[src/hdl/rfps_pkg.sv]
// ----------------------------------------------------------------------------
// rfps_pkg: shared types and constants of the rarest-first piece scheduler
// Holds the beat types, opcodes, action codes, the piece table entry layout
// and the command and status bundles between the controller and the datapath.
// ----------------------------------------------------------------------------
package rfps_pkg;

   localparam int MAX_PIECES = 256;
   localparam int NUM_PEERS  = 8;

   localparam int PIECE_W    = $clog2(MAX_PIECES);
   localparam int PEER_W     = $clog2(NUM_PEERS);
   localparam int CNT_W      = $clog2(MAX_PIECES + 1);
   localparam int HOLD_W     = 8;
   localparam int RND_W      = 16;
   localparam int DIV_CNT_W  = $clog2(RND_W + 1);
   localparam int CSR_W      = 9;
   localparam int FLAG_W     = 4;

   // Opcodes of an input beat.
   localparam logic [2:0] OP_HAVE    = 3'd0;
   localparam logic [2:0] OP_CHOKE   = 3'd1;
   localparam logic [2:0] OP_UNCHOKE = 3'd2;
   localparam logic [2:0] OP_DONE    = 3'd3;
   localparam logic [2:0] OP_SELECT  = 3'd4;
   localparam logic [2:0] OP_OPEN    = 3'd5;
   localparam logic [2:0] OP_CLOSE   = 3'd6;
   // The unused opcode only closes the run with an end beat.
   localparam logic [2:0] OP_NOP     = 3'd7;

   // Actions of a result beat.
   localparam logic [1:0] ACT_END = 2'd0;
   localparam logic [1:0] ACT_INT = 2'd1;
   localparam logic [1:0] ACT_REQ = 2'd2;

   // Piece status codes.
   localparam logic [1:0] ST_NEW     = 2'd0;
   localparam logic [1:0] ST_LOADING = 2'd1;
   localparam logic [1:0] ST_DONE    = 2'd2;

   // Bit positions in the per-peer flags.
   localparam int F_OPEN     = 0;
   localparam int F_CHOKED   = 1;
   localparam int F_INTEREST = 2;
   localparam int F_BUSY     = 3;

   typedef struct packed {
      logic [2:0]  opcode;
      logic [2:0]  peer;
      logic [7:0]  piece;
      logic [15:0] random_value;
   } req_type;

   typedef struct packed {
      logic [1:0] action;
      logic [2:0] target_peer;
      logic [7:0] target_piece;
      logic       last;
   } rsp_type;

   // One piece table word: holder count, status and one holder bit per peer.
   typedef struct packed {
      logic [HOLD_W-1:0]    hold;
      logic [1:0]           status;
      logic [NUM_PEERS-1:0] has;
   } entry_type;

   typedef enum logic [2:0] {
      SCAN_INIT,
      SCAN_CLR,
      SCAN_MIN,
      SCAN_CNT,
      SCAN_PICK,
      SCAN_MORE
   } scan_mode_type;

   typedef enum logic [1:0] {
      WR_NONE,
      WR_HAVE,
      WR_DONE,
      WR_LOAD
   } wr_sel_type;

   typedef struct packed {
      logic          accept;
      logic          scan_start;
      scan_mode_type scan_mode;
      logic          div_start;
      logic          rd_piece;
      wr_sel_type    wr_sel;
      logic          set_choke;
      logic          clr_choke;
      logic          set_int_req;
      logic          clr_int_req;
      logic          clr_busy_req;
      logic          peer_init;
      logic          peer_init_open;
      logic          ps_start;
      logic          ps_next;
      logic          ps_set_int;
      logic          ps_set_req;
      logic          emit;
      logic [1:0]    emit_action;
      logic          emit_scan_peer;
   } cmd_type;

   typedef struct packed {
      logic [2:0] op;
      logic       scan_busy;
      logic       scan_found;
      logic       best_none;
      logic       div_busy;
      logic       out_free;
      logic       req_open;
      logic       req_int;
      logic       req_match;
      logic       piece_ok;
      logic       entry_new;
      logic       ps_end;
      logic       ps_cand;
      logic       ps_choked;
      logic       ps_int;
      logic       ps_busy;
   } sts_type;

endpackage

[src/hdl/rfps_ctrl.sv]
// ----------------------------------------------------------------------------
// rfps_ctrl: sequencing state machine of the scheduler
// Decodes one event at a time and steps the datapath through its phases.
// ----------------------------------------------------------------------------
module rfps_ctrl (
   input  logic              clock,
   input  logic              reset,
   input  logic              req_valid,
   output logic              req_stall,
   output rfps_pkg::cmd_type cmd,
   input  rfps_pkg::sts_type sts
);

   typedef enum logic [4:0] {
      S_INIT,
      S_INIT_WAIT,
      S_IDLE,
      S_DECODE,
      S_HAVE_WR,
      S_HAVE_INT,
      S_DONE_WR,
      S_MORE,
      S_CLR,
      S_SEL,
      S_MIN,
      S_CNT,
      S_DIV,
      S_PICK,
      S_PEER,
      S_END
   } state_type;

   state_type state_ff;
   state_type state_in;

   always_ff @(posedge clock) begin
      if (reset) begin
         state_ff <= S_INIT;
      end else begin
         state_ff <= state_in;
      end
   end

   assign req_stall = (state_ff != S_IDLE);

   always_comb begin
      cmd      = '0;
      state_in = state_ff;
      unique case (state_ff)
         S_INIT: begin
            cmd.scan_start = 1'b1;
            cmd.scan_mode  = rfps_pkg::SCAN_INIT;
            state_in       = S_INIT_WAIT;
         end
         S_INIT_WAIT: begin
            if (!sts.scan_busy) begin
               state_in = S_IDLE;
            end
         end
         S_IDLE: begin
            if (req_valid) begin
               cmd.accept = 1'b1;
               state_in   = S_DECODE;
            end
         end
         S_DECODE: begin
            unique case (sts.op)
               rfps_pkg::OP_HAVE: begin
                  if (sts.req_open && sts.piece_ok) begin
                     cmd.rd_piece = 1'b1;
                     state_in     = S_HAVE_WR;
                  end else begin
                     state_in = S_END;
                  end
               end
               rfps_pkg::OP_CHOKE: begin
                  cmd.set_choke = sts.req_open;
                  state_in      = S_END;
               end
               rfps_pkg::OP_UNCHOKE: begin
                  cmd.clr_choke = sts.req_open;
                  state_in      = (sts.req_open && sts.req_int) ? S_SEL : S_END;
               end
               rfps_pkg::OP_DONE: begin
                  if (sts.req_open && sts.req_match) begin
                     cmd.rd_piece = 1'b1;
                     state_in     = S_DONE_WR;
                  end else begin
                     cmd.peer_init  = 1'b1;
                     cmd.scan_start = 1'b1;
                     cmd.scan_mode  = rfps_pkg::SCAN_CLR;
                     state_in       = S_CLR;
                  end
               end
               rfps_pkg::OP_SELECT: begin
                  state_in = S_SEL;
               end
               rfps_pkg::OP_OPEN, rfps_pkg::OP_CLOSE: begin
                  cmd.peer_init      = 1'b1;
                  cmd.peer_init_open = (sts.op == rfps_pkg::OP_OPEN);
                  cmd.scan_start     = 1'b1;
                  cmd.scan_mode      = rfps_pkg::SCAN_CLR;
                  state_in           = S_CLR;
               end
               default: begin
                  state_in = S_END;
               end
            endcase
         end
         S_HAVE_WR: begin
            cmd.wr_sel = rfps_pkg::WR_HAVE;
            state_in   = sts.entry_new ? S_HAVE_INT : S_END;
         end
         S_HAVE_INT: begin
            if (sts.out_free) begin
               cmd.emit        = 1'b1;
               cmd.emit_action = rfps_pkg::ACT_INT;
               cmd.set_int_req = 1'b1;
               state_in        = S_SEL;
            end
         end
         S_DONE_WR: begin
            cmd.wr_sel       = rfps_pkg::WR_DONE;
            cmd.clr_busy_req = 1'b1;
            cmd.scan_start   = 1'b1;
            cmd.scan_mode    = rfps_pkg::SCAN_MORE;
            state_in         = S_MORE;
         end
         S_MORE: begin
            if (!sts.scan_busy) begin
               if (sts.scan_found) begin
                  cmd.set_int_req = 1'b1;
                  state_in        = S_SEL;
               end else begin
                  cmd.clr_int_req = 1'b1;
                  state_in        = S_END;
               end
            end
         end
         S_CLR: begin
            if (!sts.scan_busy) begin
               state_in = S_END;
            end
         end
         S_SEL: begin
            cmd.scan_start = 1'b1;
            cmd.scan_mode  = rfps_pkg::SCAN_MIN;
            state_in       = S_MIN;
         end
         S_MIN: begin
            if (!sts.scan_busy) begin
               if (sts.best_none) begin
                  state_in = S_END;
               end else begin
                  cmd.scan_start = 1'b1;
                  cmd.scan_mode  = rfps_pkg::SCAN_CNT;
                  state_in       = S_CNT;
               end
            end
         end
         S_CNT: begin
            if (!sts.scan_busy) begin
               cmd.div_start = 1'b1;
               state_in      = S_DIV;
            end
         end
         S_DIV: begin
            if (!sts.div_busy) begin
               cmd.scan_start = 1'b1;
               cmd.scan_mode  = rfps_pkg::SCAN_PICK;
               state_in       = S_PICK;
            end
         end
         S_PICK: begin
            if (!sts.scan_busy) begin
               cmd.ps_start = 1'b1;
               state_in     = S_PEER;
            end
         end
         S_PEER: begin
            cmd.emit_scan_peer = 1'b1;
            priority if (sts.ps_end) begin
               state_in = S_END;
            end else if (!sts.ps_cand) begin
               cmd.ps_next = 1'b1;
            end else if (sts.ps_choked) begin
               if (sts.ps_int) begin
                  cmd.ps_next = 1'b1;
               end else if (sts.out_free) begin
                  cmd.emit        = 1'b1;
                  cmd.emit_action = rfps_pkg::ACT_INT;
                  cmd.ps_set_int  = 1'b1;
                  cmd.ps_next     = 1'b1;
               end
            end else if (sts.ps_busy) begin
               cmd.ps_next = 1'b1;
            end else if (sts.out_free) begin
               cmd.emit = 1'b1;
               if (!sts.ps_int) begin
                  // Interested goes first; the request for this peer follows once the result register is free.
                  cmd.emit_action = rfps_pkg::ACT_INT;
                  cmd.ps_set_int  = 1'b1;
               end else begin
                  cmd.emit_action = rfps_pkg::ACT_REQ;
                  cmd.ps_set_req  = 1'b1;
                  cmd.wr_sel      = rfps_pkg::WR_LOAD;
                  state_in        = S_END;
               end
            end else begin
               // The result register is still full; the same peer is retried.
            end
         end
         S_END: begin
            if (sts.out_free) begin
               cmd.emit        = 1'b1;
               cmd.emit_action = rfps_pkg::ACT_END;
               state_in        = S_IDLE;
            end
         end
         default: begin
            state_in = S_INIT;
         end
      endcase
   end

endmodule

[config.mk]
export PLATFORM = sky130hd
export DESIGN_NAME = rfps_ctrl
export DESIGN_NICKNAME = d
export VERILOG_FILES = /design/src/hdl/rfps_pkg.sv /design/src/hdl/rfps_ctrl.sv
export SDC_FILE = /design/constraint.sdc
export NUM_CORES = 1
export LEC_CHECK = 0
export BUFFER_PORTS_ARGS = -buffer_cell sky130_fd_sc_hd__buf_2
export CORE_MARGIN = 2
export CORE_UTILIZATION = 30
export DETAILED_ROUTE_END_ITERATION = 7
export PLACE_DENSITY = 0.69
export SYNTH_ARGS = -nofsm -noshare
export SYNTH_HDL_FRONTEND = slang
export SYNTH_SLANG_ARGS = --single-unit
[constraint.sdc]
create_clock -name clock -period 5.1 [get_ports clock]
set_clock_uncertainty 0.2 [all_clocks]
set_input_delay 0 -clock clock [delete_from_list [all_inputs] [get_ports clock]]
set_output_delay 0 -clock clock [all_outputs]
set_load 0.05 [all_outputs]
==> flow_summary.ini <==
[status]
status = completed

[global_routing]
grt_met2_use_pct = 20.9
grtUsageMet3_pct = 1.98
grt_first_pass_wirelength_mm = 4.02
vias_in_the_first_global_route = 879
busiest_layer = met1
grt.total_usage_pct = 15.2
grt_start_max_net_pins = 22
antenna_violations_before_repair = 0
grt.overflow.total = 0
groute.layer.met1.usage_pct = 22.7

[synth]
postSynthCellCount = 137
ys_ff_latch = 4
syn-mean-instance-area_um2 = 6.46
yosys_warnings = 0
seq_area_frac_synth_pct = 9.05
synth_edf_count = 0
largest_area_contributor_in_the_netlist = sky130_fd_sc_hd__dfxtp_1
synth_async_sr_flop_share_pct = 0
netlist-cell-type-count = 46
syn-num-nets = 158
synthDominantCellAreaShare_pct = 9.05
combined_area_of_all_synthesized_cells_um2 = 885
synth_top_flop_cell = sky130_fd_sc_hd__dfxtp_1
synthTopCellsByArea = sky130_fd_sc_hd__dfxtp_1 (9.1%), sky130_fd_sc_hd__nand2b_1 (8.5%), sky130_fd_sc_hd__a21oi_1 (6.2%)

[sta]
fin_tns_setup_ns = 0
report.final.hold_viol_count = 0
grt_setup_unrepaired = no
max_slew_margin_pct = 55.1
slew_of_the_pin_with_the_lowest_slew_margin_ns = 0.673
slew_violations = 0
min_period_over_period_pct = 51.2
maxClockFrequency_ghz = 0.383
layout_min_cycle_time_ns = 2.61
timing.final.setup_violations = 0

[floorplan]
die-height_um = 58.3
floorplan.io_pins = 46
rows = 19
start_util_pct = 31.8
overall_die_area_mm2 = 0.00340
core_mm2 = 0.00278
dieWidth_um = 58.3

[cells_and_area]
nets = 201
top_regs = state_ff (4)
final_layout_size_suffix_gt1_share_pct = 32.6
count_of_antenna_diodes_in_the_layout = 0
layout-area-overhead-vs-synth_pct = 28.7
largest-register = state_ff
max_ffs_per_register = 4
final_util_pct = 40.9

[clocking]
clkSlewWorstSetupHoldPaths_ns = 0.04
cts_resized = 0
cts_num_sinks = 4
ctsRootBufferMaster = sky130_fd_sc_hd__clkbuf_4
cts-buffers-inserted = 3
cts_tree = yes
clockBufferDepth = 2
h-tree-depth = 1
worst_skew_pair.late_latency_ns = 0.25

[setup_path]
critical_path.top_delay_family = simple AND/OR/NAND/NOR gates
timing.critical_path.to_type = output port
crit_slowest_cell = sky130_fd_sc_hd__dfxtp_1
timing_worst_setup_path_type = reg2out
path_cells = nand2b_1 > or3_1 > o31ai_1 > a31oi_1 > nor2_1 > buf_2
worstPathBufferInverterCount = 1
timing.critical_path.arrival_ns = 2.41
worstPathMaxFanout = 21
cp-start-kind = flip-flop
max_stage_delay_ns = 0.74
timing.critical_path.required_ns = 4.90

[drt]
route.detailed.vias_per_inst = 5.42
number_of_antenna_violating_nets_in_the_routed_design = 0
avgRoutedWirePerCell_um = 12.5
detailedRoute.firstIterationViolations = 54
num_vias = 1132
wl_mm = 2.61
drt-pass1-iter-count = 4
drc = 0

[place]
buffer_ports.inserted = 45
gpl.final_weighted_congestion = 0.819
dp_hpwl_mm = 2.05

[run]
max_cap_violations = 0

[power_and_ir_drop]
vdd_drop_max_uv = 255
leakagePower_nw = 0.541
power.density_cell_area_mw_per_mm2 = 454

[min_path]
hold_class = in2reg
==> logic make-up after synthesis <==
logic type / synth area share (%)
AO/OA/AOI/OAI: 36.6
multiplexers: 3.54
flip-flops: 9.05
buffers and inverters: 8.91
AND/OR/NAND/NOR: 41.9
==> cell usage after synthesis, drive strengths merged, types with 6 or more instances <==
library cell   n
nand2b        12
buf            7
inv            7
nor3           9
nand2         10
nand3          7
a21oi         11
nor2          13
o21ai         11
and2           6
==> worst paths after layout <==
| kind | from | cells after the start | end | slack, ns |
|---|---|---|---|---|
| worst min-delay path | sts[14] | 4 | state_ff[3] | 0.08 |
| worst max register to register | state_ff[1] | 5 | state_ff[1] | 2.83 |
| worst max-delay path | state_ff[1] | 6 | cmd[3] | 2.49 |
| worst min register to register | state_ff[3] | 2 | state_ff[3] | 0.56 |
==> layout by cell type (no fill, tap or decap), drive strengths merged, types with 2 or more instances in the layout <==
| master | count |
|---|---|
| inv | 7 |
| nand2b | 12 |
| a21oi | 11 |
| nor2 | 13 |
| nand2 | 10 |
| nor2b | 4 |
| and3 | 2 |
| dfxtp | 4 |
| buf | 45 |
| nand3 | 7 |
| dlygate4sd3 | 2 |
| a21o | 2 |
| and2 | 6 |
| clkbuf | 3 |
| nor3 | 9 |
| mux2i | 2 |
| o21ai | 11 |
| a211oi | 4 |
| o31ai | 3 |
==> metal layers <==
layer | routed length [um] | vias to the layer above
met2 | 1160 | 40
met1 | 1220 | 505
met5 | 0 | -
met3 | 181 | 4
li1 | - | 583
met4 | 44 | 0
==> area by class of cell <==
cell class                 count  area, um^2
timing repair buffer          47         245
fill                         321        1640
sequential                     4        80.1
tap                           31        38.8
multi-input combinational    117         726
clock buffer                   3        22.5
inverter                       7        26.3
==> report_power, final <==
part,switching [W],total (W),internal [W]
sequential,0.0000609,0.000106,0.0000451
combinational,0.000230,0.000369,0.000138
clock,0.0000161,0.0000426,0.0000265
total,0.000307,0.000517,0.000210
==> worst reg2reg max path, delay by kind of cell, from the launching register on <==
kind / cells / cell delay [ns]
flops: 1 / 0.74
simple gates: 2 / 0.51
compound gates: 3 / 0.73
==> metrics by stage <==
step	power, W	cells	setup WS, ns	hold WS, ns	area (um^2)
3_3_place_gp	0.000466	204	2.82	0.0461	1100
2_1_floorplan	0.000407	137	2.67	-0.135	885
6_report	0.000517	209	2.49	0.0779	1140
5_1_grt	0.000556	209	2.28	0.132	1140
4_1_cts	0.000518	209	2.48	0.0736	1140
3_5_place_dp	0.000473	204	2.73	0.0586	1100
==> repair_timing <==
action | in CTS | in global routing
buffers inserted | 0 | 0
hold endpoints to repair | 4 | 0
hold buffers | 2 | 0
endpoints found under the setup margin | 0 | 0
Note: power is estimated with default switching activity, not from simulation.
